===== src/hw/rtl/rpp_pkg.sv =====
`timescale 1ns / 1ps
`default_nettype none
// ---------------------------------------------------------------------------
// rpp_pkg
// Shared types and constants of the resource path parser.
// ---------------------------------------------------------------------------
package rpp_pkg;

   localparam int CHAR_W = 8;
   localparam int ID_W   = 16;
   localparam int ACC_W  = 17;
   localparam int OUT_W  = 17;

   localparam logic [CHAR_W-1:0] CHAR_SLASH   = 8'h2F;
   localparam logic [CHAR_W-1:0] CHAR_ZERO    = 8'h30;
   localparam logic [CHAR_W-1:0] CHAR_NINE    = 8'h39;
   localparam logic [ID_W-1:0]   MAX_ID_RESET = 16'hFFFF;
   localparam logic [OUT_W-1:0]  ID_NONE      = 17'h1FFFF;

   typedef struct packed {
      logic [1:0]       component_index;
      logic             expect_slash;
      logic [ACC_W-1:0] digit_accumulator;
      logic             seen_digit;
      logic             leading_zero;
      logic             parse_error;
      logic [ID_W-1:0]  first_value;
      logic [ID_W-1:0]  second_value;
   } parse_state_type;

   localparam parse_state_type PARSE_STATE_RESET = '{
      component_index:   2'd0,
      expect_slash:      1'b1,
      digit_accumulator: '0,
      seen_digit:        1'b0,
      leading_zero:      1'b0,
      parse_error:       1'b0,
      first_value:       '0,
      second_value:      '0
   };

   typedef struct packed {
      logic                    path_valid;
      logic [1:0]              component_count;
      logic signed [OUT_W-1:0] object_id;
      logic signed [OUT_W-1:0] instance_id;
      logic signed [OUT_W-1:0] resource_id;
   } verdict_type;

endpackage
`default_nettype wire


===== src/hw/rtl/resource_path_parser.sv =====
`timescale 1ns / 1ps
`default_nettype none
// ---------------------------------------------------------------------------
// resource_path_parser
// Checks a path of the form /A, /A/B or /A/B/C, one character per
// transaction, and returns one verdict transaction per path.
// ---------------------------------------------------------------------------
// Verdict path: the last character is accepted into the input register, then
//   its verdict is loaded into the result register and shown on rsp_tvalid.
// Throughput: one character per cycle unless a verdict waits on rsp_tready.
// Reset (synchronous, active high): clears the parser to the start of a path,
//   empties both registers and sets max_id to 65535.
// ---------------------------------------------------------------------------
module resource_path_parser (
   input  logic        clock,
   input  logic        reset,
   // request: tdata [7:0] char_code; tlast is_last
   input  logic        req_tvalid,
   output logic        req_tready,
   input  logic [7:0]  req_tdata,
   input  logic        req_tlast,
   // response: tdata [1:0] component_count, [18:2] object_id,
   //   [35:19] instance_id, [52:36] resource_id, [55:53] zero;
   //   tuser [0] path_valid
   output logic        rsp_tvalid,
   input  logic        rsp_tready,
   output logic [55:0] rsp_tdata,
   output logic [0:0]  rsp_tuser,
   // configuration: max_id
   input  logic        csr_we,
   input  logic [15:0] csr_wdata
);
   import rpp_pkg::*;

   // limit register
   logic [ID_W-1:0]   max_id_ff,  max_id_in;

   // input register: one character waiting for the parse step
   logic              in_vld_ff,  in_vld_in;
   logic [CHAR_W-1:0] in_char_ff, in_char_in;
   logic              in_last_ff, in_last_in;

   // parser state
   parse_state_type   state_ff,   state_in;
   parse_state_type   state_nxt;

   // result register
   logic              out_vld_ff, out_vld_in;
   verdict_type       out_ff,     out_in;
   verdict_type       verdict;

   logic              out_free;
   logic              step_go;
   logic              req_take;

   rpp_step u_rpp_step (
      .state_cur (state_ff),
      .char_code (in_char_ff),
      .is_last   (in_last_ff),
      .max_id    (max_id_ff),
      .state_nxt (state_nxt),
      .verdict   (verdict)
   );

   // The result register is free when empty or being drained this cycle.
   assign out_free = !out_vld_ff || rsp_tready;
   // A character that makes no verdict never waits on the response side.
   assign step_go  = in_vld_ff && (!in_last_ff || out_free);
   assign req_tready = !in_vld_ff || step_go;
   assign req_take   = req_tvalid && req_tready;

   always_comb begin
      max_id_in = csr_we ? csr_wdata : max_id_ff;

      // load on acceptance, otherwise drop the slot once it has been parsed
      in_vld_in  = req_take || (in_vld_ff && !step_go);
      in_char_in = req_take ? req_tdata : in_char_ff;
      in_last_in = req_take ? req_tlast : in_last_ff;

      // advance the parser only when the character is consumed
      state_in = step_go ? state_nxt : state_ff;

      // load a verdict on the last character, hold while stalled
      if (step_go && in_last_ff) begin
         out_vld_in = 1'b1;
         out_in     = verdict;
      end else begin
         out_vld_in = out_vld_ff && !rsp_tready;
         out_in     = out_ff;
      end
   end

   always_ff @(posedge clock) begin
      if (reset) begin
         max_id_ff  <= MAX_ID_RESET;
         in_vld_ff  <= 1'b0;
         state_ff   <= PARSE_STATE_RESET;
         out_vld_ff <= 1'b0;
      end else begin
         max_id_ff  <= max_id_in;
         in_vld_ff  <= in_vld_in;
         state_ff   <= state_in;
         out_vld_ff <= out_vld_in;
      end
   end

   // payload registers carry no reset
   always_ff @(posedge clock) begin
      in_char_ff <= in_char_in;
      in_last_ff <= in_last_in;
      out_ff     <= out_in;
   end

   assign rsp_tvalid = out_vld_ff;
   assign rsp_tuser  = out_ff.path_valid;
   assign rsp_tdata  = {3'b000, out_ff.resource_id, out_ff.instance_id,
                        out_ff.object_id, out_ff.component_count};

endmodule
`default_nettype wire


===== src/hw/rtl/rpp_step.sv =====
`timescale 1ns / 1ps
`default_nettype none
// ---------------------------------------------------------------------------
// rpp_step
// Parser update for one character, and the verdict built from the result.
// ---------------------------------------------------------------------------
module rpp_step (
   input  rpp_pkg::parse_state_type  state_cur,
   input  logic [7:0]                char_code,
   input  logic                      is_last,
   input  logic [15:0]               max_id,
   output rpp_pkg::parse_state_type  state_nxt,
   output rpp_pkg::verdict_type      verdict
);
   import rpp_pkg::*;

   parse_state_type  upd;
   logic [CHAR_W-1:0] diff;
   logic [3:0]        digit;
   logic              is_digit;
   logic [19:0]       prod;
   logic              ok;
   logic [OUT_W-1:0]  cur;

   assign diff     = char_code - CHAR_ZERO;
   assign digit    = diff[3:0];
   assign is_digit = (char_code >= CHAR_ZERO) && (char_code <= CHAR_NINE);
   // times ten as two shifts, plus the digit
   assign prod = {state_cur.digit_accumulator, 3'b000}
               + {2'b00, state_cur.digit_accumulator, 1'b0}
               + {16'd0, digit};

   always_comb begin
      upd = state_cur;
      if (!state_cur.parse_error) begin
         if (char_code == CHAR_SLASH) begin
            if (state_cur.expect_slash) begin
               upd.expect_slash = 1'b0;
            end else if (!state_cur.seen_digit || state_cur.component_index[1]) begin
               upd.parse_error = 1'b1;
            end else begin
               if (state_cur.component_index == 2'd0) begin
                  upd.first_value = state_cur.digit_accumulator[ID_W-1:0];
               end else begin
                  upd.second_value = state_cur.digit_accumulator[ID_W-1:0];
               end
               upd.component_index   = state_cur.component_index + 2'd1;
               upd.digit_accumulator = '0;
               upd.seen_digit        = 1'b0;
               upd.leading_zero      = 1'b0;
            end
         end else if (is_digit) begin
            if (state_cur.expect_slash || state_cur.leading_zero) begin
               upd.parse_error = 1'b1;
            end else begin
               if (!state_cur.seen_digit && (digit == 4'd0)) begin
                  upd.leading_zero = 1'b1;
               end
               upd.seen_digit = 1'b1;
               // saturate one past the limit
               if (prod > {4'd0, max_id}) begin
                  upd.digit_accumulator = {1'b0, max_id} + 17'd1;
                  upd.parse_error       = 1'b1;
               end else begin
                  upd.digit_accumulator = prod[ACC_W-1:0];
               end
            end
         end else begin
            upd.parse_error = 1'b1;
         end
      end
   end

   assign ok  = !upd.parse_error && !upd.expect_slash && upd.seen_digit;
   assign cur = {1'b0, upd.digit_accumulator[ID_W-1:0]};

   always_comb begin
      if (ok) begin
         verdict.path_valid      = 1'b1;
         verdict.component_count = upd.component_index + 2'd1;
         verdict.object_id       = (upd.component_index == 2'd0) ? cur
                                   : {1'b0, upd.first_value};
         verdict.instance_id     = (upd.component_index == 2'd0) ? ID_NONE
                                   : (upd.component_index == 2'd1) ? cur
                                   : {1'b0, upd.second_value};
         verdict.resource_id     = (upd.component_index == 2'd2) ? cur : ID_NONE;
      end else begin
         verdict.path_valid      = 1'b0;
         verdict.component_count = 2'd0;
         verdict.object_id       = ID_NONE;
         verdict.instance_id     = ID_NONE;
         verdict.resource_id     = ID_NONE;
      end
   end

   // return to the start of a path once the verdict is out
   assign state_nxt = is_last ? PARSE_STATE_RESET : upd;

endmodule
`default_nettype wire


===== config.mk =====
export PLATFORM = sky130hd
export DESIGN_NAME = resource_path_parser
export DESIGN_NICKNAME = d
export VERILOG_FILES = /design/src/hw/rtl/rpp_pkg.sv /design/src/hw/rtl/resource_path_parser.sv /design/src/hw/rtl/rpp_step.sv
export SDC_FILE = /design/constraint.sdc
export NUM_CORES = 1
export LEC_CHECK = 0
export ABC_AREA = 1
export BUFFER_PORTS_ARGS = -buffer_cell sky130_fd_sc_hd__buf_2
export CORE_MARGIN = 1.5
export CORE_UTILIZATION = 51
export DETAILED_ROUTE_END_ITERATION = 7
export PLACE_DENSITY = 0.71
export SETUP_SLACK_MARGIN = 0.3
export SLEW_MARGIN = 5
export SYNTH_ARGS = -nofsm -noshare
export SYNTH_HDL_FRONTEND = slang
export SYNTH_SLANG_ARGS = --single-unit

===== constraint.sdc =====
create_clock -name clock -period 6.4 [get_ports clock]
set_clock_uncertainty 0.1 [all_clocks]
set_input_delay 0 -clock clock [delete_from_list [all_inputs] [get_ports clock]]
set_output_delay 0 -clock clock [all_outputs]
set_load 0.05 [all_outputs]

After elaboration in Yosys (flattened, before gate mapping):

Cells that the tools add are included.
W data, S select, Z words.

* flip-flop bits (word level): 136
* output and inout port bits: 59
* logic and storage cells: 95

* add/sub/neg operators: 6
* order comparisons: 3
* equality and inequality tests: 7
* muxes and demuxes: 26
* bitwise operators: 1
* reduce and logical (&&, ||, !) cells: 32

Operator list (count)
* $mux W55: 2
* $mux W16: 4
* $mux W32: 2
* $mux W19: 3
* $mux W54: 1
* $mux W52: 1
* $mux W17: 3
* $add A20 B18 Y20: 1
* $add A20 B4 Y20: 1
* $gt A20 B16 Y1: 1
* $mux W20: 1
* $add A16 B1 Y17 const B: 1
* $logic_and A1 B1 Y1: 9
* $eq A8 B6 Y1 const B: 1
* $ge A8 B6 Y1 const B: 1
* $le A8 B6 Y1 const B: 1
* $logic_not A1 Y1: 8
* $reduce_and A7 Y1: 1
* $logic_or A1 B1 Y1: 6
* $mux W1: 6
* $ne A3 B3 Y1 const B: 2
* $reduce_and A6 Y1: 1
* $reduce_bool A3 Y1: 2
* $add A2 B1 Y2 const B: 2
* other kinds (12): 14

Depth between registers and ports, before layout:

Gate-level depths: netlist (run 1).

* depth in word-level cells: 13
* depth in mapped cells: 29

Modules after synthesis:

From an unflattened synthesis (run 1), not the netlist that was laid out.

* cells, all modules: 1343
* area, all modules: 9416.5 um^2

Modules (own cells, without submodules)
* resource_path_parser: instances 1, cells an instance 512, area an instance 5038.6 um^2, sequential area each 3353.2 um^2
* rpp_step: instances 1, cells an instance 831, area an instance 4377.9 um^2, sequential area each 0.0 um^2

Worst setup path before layout (run 1):

No wires, ideal clock.

* kind: flip-flop to flip-flop
* start point: register in_char_ff[3]
* end point: register out_ff, in the netlist rsp_tdata[17], data pin
* library setup time: 0.253 ns
* arrival time: 3.830 ns
* slack: 2.217 ns
* stages on the path, launching flop included: 26
* clock period less this slack: 4.183 ns
* cells stage by stage: edfxtp_1 -> fa_1 -> inv_1 -> fa_1 -> inv_1 -> nand2_1 -> nand2_1 -> nand3_1 -> nand2_1 -> a21oi_1 -> xor2_1 -> inv_1 -> ha_1 -> inv_1 -> nor3_1 -> nand3_1 -> a21oi_4 -> nand4_2 -> nand2_2 -> nand2_4 -> nor2_4 -> inv_2 -> buf_6 -> or2_0 -> o21ai_1 -> inv_1

* word-level cells in the longest chain between the ends: 11
* elaborated cells between the ends (all ways): 23
* classes of those cells: add/sub (2); order compare (3); eq/ne (1); mux (11); reduce/logical (6)

Ends and longest elaborated chain
* start: declaration: RTL line resource_path_parser.sv:40 `logic [CHAR_W-1:0] in_char_ff, in_char_in;`
* start signal: assignment: RTL line resource_path_parser.sv:109 `in_char_ff <= in_char_in;`
* $sub A4 B1 Y4: RTL line rpp_step.sv:25 `assign diff = char_code - CHAR_ZERO;`
* $add A20 B4 Y20: RTL line rpp_step.sv:31 `+ {16'd0, digit};`
* $gt A20 B16 Y1: RTL line rpp_step.sv:61 `if (prod > {4'd0, max_id}) begin`
* $mux W1: RTL line rpp_step.sv:61
* $mux W1: RTL line rpp_step.sv:53 `if (state_cur.expect_slash || state_cur.leading_zero) begin`
* $mux W1: RTL line rpp_step.sv:52 `end else if (is_digit) begin`
* $mux W20: RTL line rpp_step.sv:36 `if (char_code == CHAR_SLASH) begin`
* $mux W55 (*): RTL line rpp_step.sv:35 `if (!state_cur.parse_error) begin`
* $logic_not A1 Y1: RTL line rpp_step.sv:74 `assign ok = !upd.parse_error && !upd.expect_slash && upd.seen_digit;`
* $logic_and A1 B1 Y1 (2 in series): RTL line rpp_step.sv:74
* end signal: assignment: RTL line resource_path_parser.sv:111 `out_ff <= out_in;`
* end: declaration: RTL line resource_path_parser.sv:49 `verdict_type out_ff, out_in;`

Mark *: on every way between the ends. The rest lies on a longest branch, timed or not. The select of a mux whose other input is x is not followed.
A chain may end at the register's enable or synchronous reset.

Worst setup path after layout (run 1):

* start point: register in_char_ff[3]
* end point: register out_ff, in the netlist rsp_tdata[4], data pin

* word-level cells in the longest chain between the ends: 11
* elaborated cells between the ends (all ways): 23
* classes of those cells: add/sub (2); order compare (3); eq/ne (1); mux (11); reduce/logical (6)

Ends and longest elaborated chain
* $sub A4 B1 Y4: RTL line rpp_step.sv:25
* $add A20 B4 Y20: RTL line rpp_step.sv:31
* $gt A20 B16 Y1: RTL line rpp_step.sv:61
* $mux W1: RTL line rpp_step.sv:61
* $mux W1: RTL line rpp_step.sv:53
* $mux W1: RTL line rpp_step.sv:52
* $mux W20: RTL line rpp_step.sv:36
* $mux W55 (*): RTL line rpp_step.sv:35
* $logic_not A1 Y1: RTL line rpp_step.sv:74
* $logic_and A1 B1 Y1: RTL line rpp_step.sv:74
* $logic_and A1 B1 Y1 (*): RTL line rpp_step.sv:74
* via u_rpp_step.ok: RTL line rpp_step.sv:22 `logic ok;`

Mark *: on every way through the listed nets, which the timed path passes. The rest lies on a longest branch. The select of a mux whose other input is x is not followed.

==> results of run 1 <==
[through the flow]
stage / util [%] / total power, W / instance area (um2)
3_5_place_dp: 55.8 / 0.00106 / 8960
4_1_cts: 62.2 / 0.00207 / 9990
2_1_floorplan: - / 0.00102 / 8460
3_3_place_gp: 55.8 / 0.00106 / 8960
5_1_grt: 62.2 / 0.00213 / 9990
6_report: 62.2 / 0.00207 / 9990
[cell families after synthesis]
logic type,share of synthesized area (%)
and+or+nand+nor,25.9
buffers and inverters,10.3
AOI/OAI and AO/OA,13.0
DFF,39.7
adders and majority gates,8.47
xor gates and xnor gates,2.59
other,0.0444
[metal layers]
metal | track usage (%) | vias up
li1 | - | 3958
met2 | 42.7 | 233
met5 | 0 | -
met3 | 4.81 | 29
met1 | 32.4 | 3598
met4 | 7.96 | 0
[worst reg2reg max path, cell delays in order, from the launching register on]
cell and delay, ps:
edfxtp_1 440, fa_1 580, inv_1 60, fa_1 460, inv_1 110, nand2_1 60
nand2_1 60, nand3_1 60, nand2_1 160, a21oi_1 100, xor2_1 190, inv_1 60
ha_1 260, inv_1 50, nor3_1 220, nand3_1 180, a21oi_4 440, nand4_2 180
nand2_2 130, nand2_4 80, inv_2 70, nand2_1 370, o21ai_0 330, inv_1 60
[power by group through the flow]
stage / Clock, W / Combinational [W] / Sequential, W
after CTS: 0.00101 / 0.000131 / 0.000929
final: 0.00100 / 0.000134 / 0.000929
after global placement: 0 / 0.000107 / 0.000948
after floorplan: 0 / 0.0000759 / 0.000947
after global routing: 0.00105 / 0.000148 / 0.000931
after detailed placement: 0 / 0.000108 / 0.000947
[cell usage in the layout, fill, tap and decap left out, drive strengths merged, types with 3 or more instances in the layout]
| cell | instances |
|---|---|
| a21oi | 104 |
| conb | 3 |
| nand2 | 369 |
| o21bai | 5 |
| or2 | 19 |
| o21ai | 96 |
| dfxtp | 73 |
| ha | 54 |
| nor3 | 10 |
| clkbuf | 19 |
| inv | 172 |
| dlygate4sd3 | 43 |
| clkinv | 6 |
| nand4 | 23 |
| nor2 | 42 |
| nand3 | 45 |
| edfxtp | 63 |
| buf | 90 |
| xor2 | 23 |
[what timing repair did]
item	in CTS	in global routing
gates resized for setup	0	0
hold endpoints to repair	36	0
hold buffers	43	0
setup buffers	0	0
[registers in the layout (all words and copies together), names as in the netlist]
name	flops
state_ff	55
rsp_tdata	53
max_id_ff	16
in_char_ff	8
in_last_ff	1
in_vld_ff	1
rsp_tuser	1
rsp_tvalid	1
[cell type report]
class                   instances  area share (%)
clock inverters                13            1.39
inverters                     169            6.35
clock buffers                  19            4.65
repair buffers                133            8.94
flip-flops and latches        136            33.6
multi-input cells             808            42.4
well taps                     216            2.70
[worst paths after layout]
check,end,from,slack (ps)
worst max-delay path,rsp_tdata[4],in_char_ff[3],1350
worst min register to register,state_ff[33],state_ff[33],350
worst min-delay path,max_id_ff[6],csr_we,70
worst max register to register,rsp_tdata[4],in_char_ff[3],1350
==> results.py, run 1 <==
metrics = {
    "critical_path": {
        "crit_chain": "fa_1 -> inv_1 -> fa_1 -> inv_1 -> nand2_1 -> nand2_1 -> nand3_1 -> nand2_1 -> a21oi_1 -> xor2_1 -> inv_1 -> ha_1 -> inv_1 -> nor3_1 -> nand3_1 -> a21oi_4 -> nand4_2 -> nand2_2 -> nand2_4 -> inv_2 -> nand2_1 -> o21ai_0 -> inv_1",
        "required_ps": 6480,
        "cp_top_family": "simple AND/OR/NAND/NOR gates",
        "start_kind": "register",
        "crit_top_cell": "inv_1",
        "crit_path_end_kind": "register",
        "max_stage_delay_ps": 570,
        "cp.arrival_ps": 5130,
        "cp_slowest_cell": "fa_1",
        "path_class": "register to register",
        "cp_num_buf_inv": 6,
        "crit_fanout": 17,
        "ff2ff_path_depth": 23,
        "cp_num_cells": 23,
    },
    "global_routing": {
        "grt-ovfl-total": 0,
        "grt_max_degree": 70,
        "grt_pass1_vias": 7272,
        "grt_util_all_layers_pct": 25.1,
        "antenna_found_initial": 0,
        "grt_pass1_wl_mm": 35.2,
    },
    "floorplanning": {
        "fp.dieH_um": 132,
        "die_w_um": 132,
        "start_util_pct": 52.6,
        "coreArea_um2": 16100,
        "dieArea_um2": 17400,
        "num_io_pins": 89,
        "rows": 46,
    },
    "place": {
        "place_hpwl_mm": 14.7,
        "gp_congestion": 0.921,
        "portBuffers": 85,
        "place_worst_setup_slack_ps": 1410,
        "dp.cells": 1419,
    },
    "power_and_ir_drop": {
        "power_frac_comb_pct": 6.5,
        "p_leak_nw": 4.36,
        "switching_power_w": 0.000487,
        "sw_frac_of_total_pct": 23.6,
        "seqPwrFrac_pct": 45.0,
        "internal_power_w": 0.00158,
        "p_clk_share_pct": 48.5,
        "powerDensity_nw_per_um2": 207,
        "ir_drop_mv": 0.229,
    },
    "timing": {
        "rsz0062_at_grt": "no",
        "setup_tns_ps": 0,
        "slew_headroom_pct": 27.2,
        "finalCritPeriodShare_pct": 78.9,
        "hold_viol": 0,
        "worst_pin_slew_ps": 1090,
        "max_freq_ghz": 0.198,
        "worst_slack_ps": 1350,
        "whs_ps": 68.4,
        "min_period_ps": 5050,
        "slew_violations": 0,
        "setup_viol": 0,
    },
    "layout": {
        "fin_cells": 1494,
        "drive_above_1_share_pct": 11.5,
        "multiInputGateArea_um2": 4240,
        "diodes": 0,
        "seq_area_um2": 3350,
        "num-fill-cells": 1436,
        "area_growth_pct": 18.2,
        "layout.nets": 1351,
    },
    "detailed_routing": {
        "initialDrtViolationCount": 593,
        "vias_per_cell": 5.23,
        "wl_per_cell_um": 14.4,
        "routedLengthMet1_mm": 9.71,
        "dr_total_vias": 7818,
        "dr.pass1.iters": 6,
        "dr_wl_met3_mm": 1.10,
        "wl_mm": 21.5,
        "ant_nets": 0,
        "met2WireLength_mm": 10.3,
        "drc": 0,
        "highest_layer": "met4",
    },
    "clocking": {
        "cts_root_buf": "clkbuf_16",
        "cts_inserted_buffers": 17,
        "cts_buffer_depth": 2,
        "numClockSinks": 136,
        "htreeDepth": 4,
        "cts_tree": "done",
        "clk_latency_ps": 430,
        "clkSlewWorstSetupHoldPaths_ps": 60,
    },
    "synth": {
        "ys.flop_type": "dfxtp_1",
        "ys.warnings.count": 0,
        "ys_ff_latch": 136,
        "yosysTopAreaCell": "edfxtp_1",
        "yosys-top-cells-area": "edfxtp_1 22%, dfxtp_1 17%, nand2_1 16%",
        "yosys.area.top_type_share_pct": 22.4,
        "yosysSeqAreaShare_pct": 39.7,
        "synth_commonest_cells": "360 x nand2_1, 160 x inv_1, 103 x a21oi_1",
        "yosysUniqueCellTypes": 42,
        "synth_area_per_cell_um2": 7.27,
        "yosys.cell_count.top_type": "nand2_1",
        "synth-edff-count": 63,
        "synth_area_um2": 8450,
        "synthCells": 1162,
        "async_flop_share_pct": 0,
    },
    "hold_path": {
        "worstHoldPathCells": 2,
        "hold_class": "input pin to register",
    },
    "status": {
        "status": "finished, final reports clean",
    },
    "run": {
        "maxCapViolCount": 0,
    },
}
Power figures use the tool's default switching activity.
==> run 2, diff against run 1 <==
- clock period: 6.4 -> 4.7 ns (I/O delays scaled with it)
==> results.py, run 2 (synthesis results as in run 1) <==
metrics = {
    "critical_path": {
        "crit_path_end_kind": "register",
        "path_class": "register to register",
        "r2r_start": "in_char_ff[3]",
        "ff2ff_path_depth": 25,
        "r2r_slack_ps": 330,
        "cp.arrival_ps": 4450,
        "crit_top_cell": "inv_2",
        "max_stage_delay_ps": 640,
        "start_kind": "register",
        "cp_slowest_cell": "fa_2",
        "crit_fanout": 17,
        "required_ps": 4780,
        "r2r_end": "rsp_tdata[11]",
    },
    "layout": {
        "regMostFlops": "state_ff",
        "drive_above_1_share_pct": 18.8,
        "num-fill-cells": 1336,
        "layout.nets": 1382,
        "final_common_cell": "nand2_1",
        "area_growth_pct": 25.2,
        "seq_area_um2": 3370,
        "fin_area_um2": 10600,
        "diodes": 0,
        "layout_common_cells": "341 x nand2_1, 153 x inv_1, 85 x a21oi_1, 85 x buf_2, 65 x dfxtp_1",
        "multiInputGateArea_um2": 4510,
        "largest_reg_flops": 55,
    },
    "global_routing": {
        "grt_pass1_vias": 7564,
        "grt-ovfl-total": 0,
        "grt_max_degree": 57,
        "grt_util_all_layers_pct": 26.8,
        "grt_pass1_wl_mm": 37.2,
        "antenna_found_initial": 0,
    },
    "power_and_ir_drop": {
        "powerDensity_nw_per_um2": 268,
        "sw_frac_of_total_pct": 23.8,
        "ir_drop_mv": 0.268,
        "switching_power_w": 0.000674,
        "p_leak_nw": 4.52,
        "p_clk_share_pct": 48.5,
        "seqPwrFrac_pct": 44.6,
        "internal_power_w": 0.00216,
        "power_frac_comb_pct": 6.8,
    },
    "detailed_routing": {
        "dr.pass1.iters": 5,
        "drc": 0,
        "wl_mm": 23.1,
        "wl_per_cell_um": 15.1,
        "initialDrtViolationCount": 542,
        "ant_nets": 0,
        "dr_total_vias": 7985,
        "vias_per_cell": 5.24,
    },
    "floorplanning": {
        "num_io_pins": 89,
        "fp.dieH_um": 132,
        "die_w_um": 132,
        "coreArea_um2": 16100,
        "dieArea_um2": 17400,
        "rows": 46,
        "start_util_pct": 52.6,
    },
    "place": {
        "gp_congestion": 0.950,
        "portBuffers": 85,
        "dpl_cell_area_um2": 9050,
        "place_hpwl_mm": 15.4,
    },
    "timing": {
        "slew_violations": 0,
        "hold_viol": 0,
        "max_freq_ghz": 0.229,
        "min_period_ps": 4370,
        "slew_headroom_pct": 21.6,
        "setup_tns_ps": 0,
        "worst_pin_slew_ps": 1170,
        "finalCritPeriodShare_pct": 92.9,
        "rsz0062_at_grt": "yes",
        "setup_viol": 0,
    },
    "hold_path": {
        "hold_start": "req_tdata[2]",
        "worstHoldPathCells": 2,
        "hold_class": "input pin to register",
        "min_to": "in_char_ff[2]",
    },
    "clocking": {
        "cts_tree": "done",
        "clkSlewWorstSetupHoldPaths_ps": 60,
        "cts_buffer_depth": 2,
        "cts_inserted_buffers": 17,
        "clk_latency_ps": 430,
        "numClockSinks": 136,
        "htreeDepth": 4,
        "cts_root_buf": "clkbuf_16",
    },
    "status": {
        "status": "finished, final reports clean",
    },
    "run": {
        "maxCapViolCount": 0,
    },
}
[run 2: what timing repair did]
| item | in CTS | in global routing |
|---|---|---|
| gates cloned | 1 | 1 |
| pin swaps | 9 | 25 |
| resized for setup | 28 | 73 |
| hold buffers | 45 | 0 |
| endpoints found under the setup margin | 51 | 65 |
| hold endpoints to repair | 53 | 0 |
| setup buffers | 10 | 7 |
[run 2: cell type report]
class	count	area share (%)
well taps	216	2.55
inverters	169	6.11
multi-input cells	808	42.6
repair buffers	163	11.1
repair inverters	1	0.154
clock inverters	14	1.64
flip-flops and latches	136	31.8
clock buffers	18	4.05
[run 2: layer usage]
layer  vias up  part of all wire [%]  wire (um)  track usage [%]
li1       4014                     -          -                -
met1      3665                    43       9960             33.5
met2       253                    49      11200             45.3
met3        53                   5.2       1210             5.42
met4         0                   3.0        691             11.2
met5         -                     0          0                0
[run 2: worst max path at each step]
stage	start	endpoint	slack, ps	cells after the start
3_5_place_dp	in_char_ff[3]	rsp_tdata[7]	50	24
2_1_floorplan	in_char_ff[3]	rsp_tdata[17]	520	25
3_3_place_gp	in_char_ff[3]	rsp_tdata[11]	140	27
6_report	in_char_ff[3]	rsp_tdata[11]	330	25
4_1_cts	in_char_ff[3]	rsp_tdata[7]	310	26
5_1_grt	in_char_ff[3]	rsp_tdata[11]	120	28
[run 2: worst max-delay path, delay by kind of cell (launching register included)]
family / cells / cell delay, ps
buffers and inverters: 7 / 500
XOR/XNOR: 1 / 180
AO/OA/AOI/OAI: 3 / 380
flip-flops: 1 / 440
AND/OR/NAND/NOR: 11 / 1260
adder cells (fa/ha/maj): 3 / 1250
[run 2: power by group through the flow]
stage	logic, W	clock network [W]	registers, W
final	0.000194	0.00138	0.00127
after global routing	0.000211	0.00144	0.00127
after CTS	0.000184	0.00139	0.00126
after detailed placement	0.000150	0	0.00129
after global placement	0.000150	0	0.00129
after floorplan	0.000103	0	0.00129
[run 2: stage by stage]
stage / hold WS (ps) / util, % / setup WS [ps] / instances / power (W)
floorplan: -1.13 / - / 517 / 1164 / 0.00139
global placement: 76.5 / 56.3 / 142 / 1429 / 0.00144
detailed placement: 78.1 / 56.3 / 48.4 / 1429 / 0.00144
CTS: 167 / 64.1 / 308 / 1517 / 0.00284
global route: 179 / 65.9 / 123 / 1525 / 0.00292
finish: 181 / 65.9 / 331 / 1525 / 0.00283
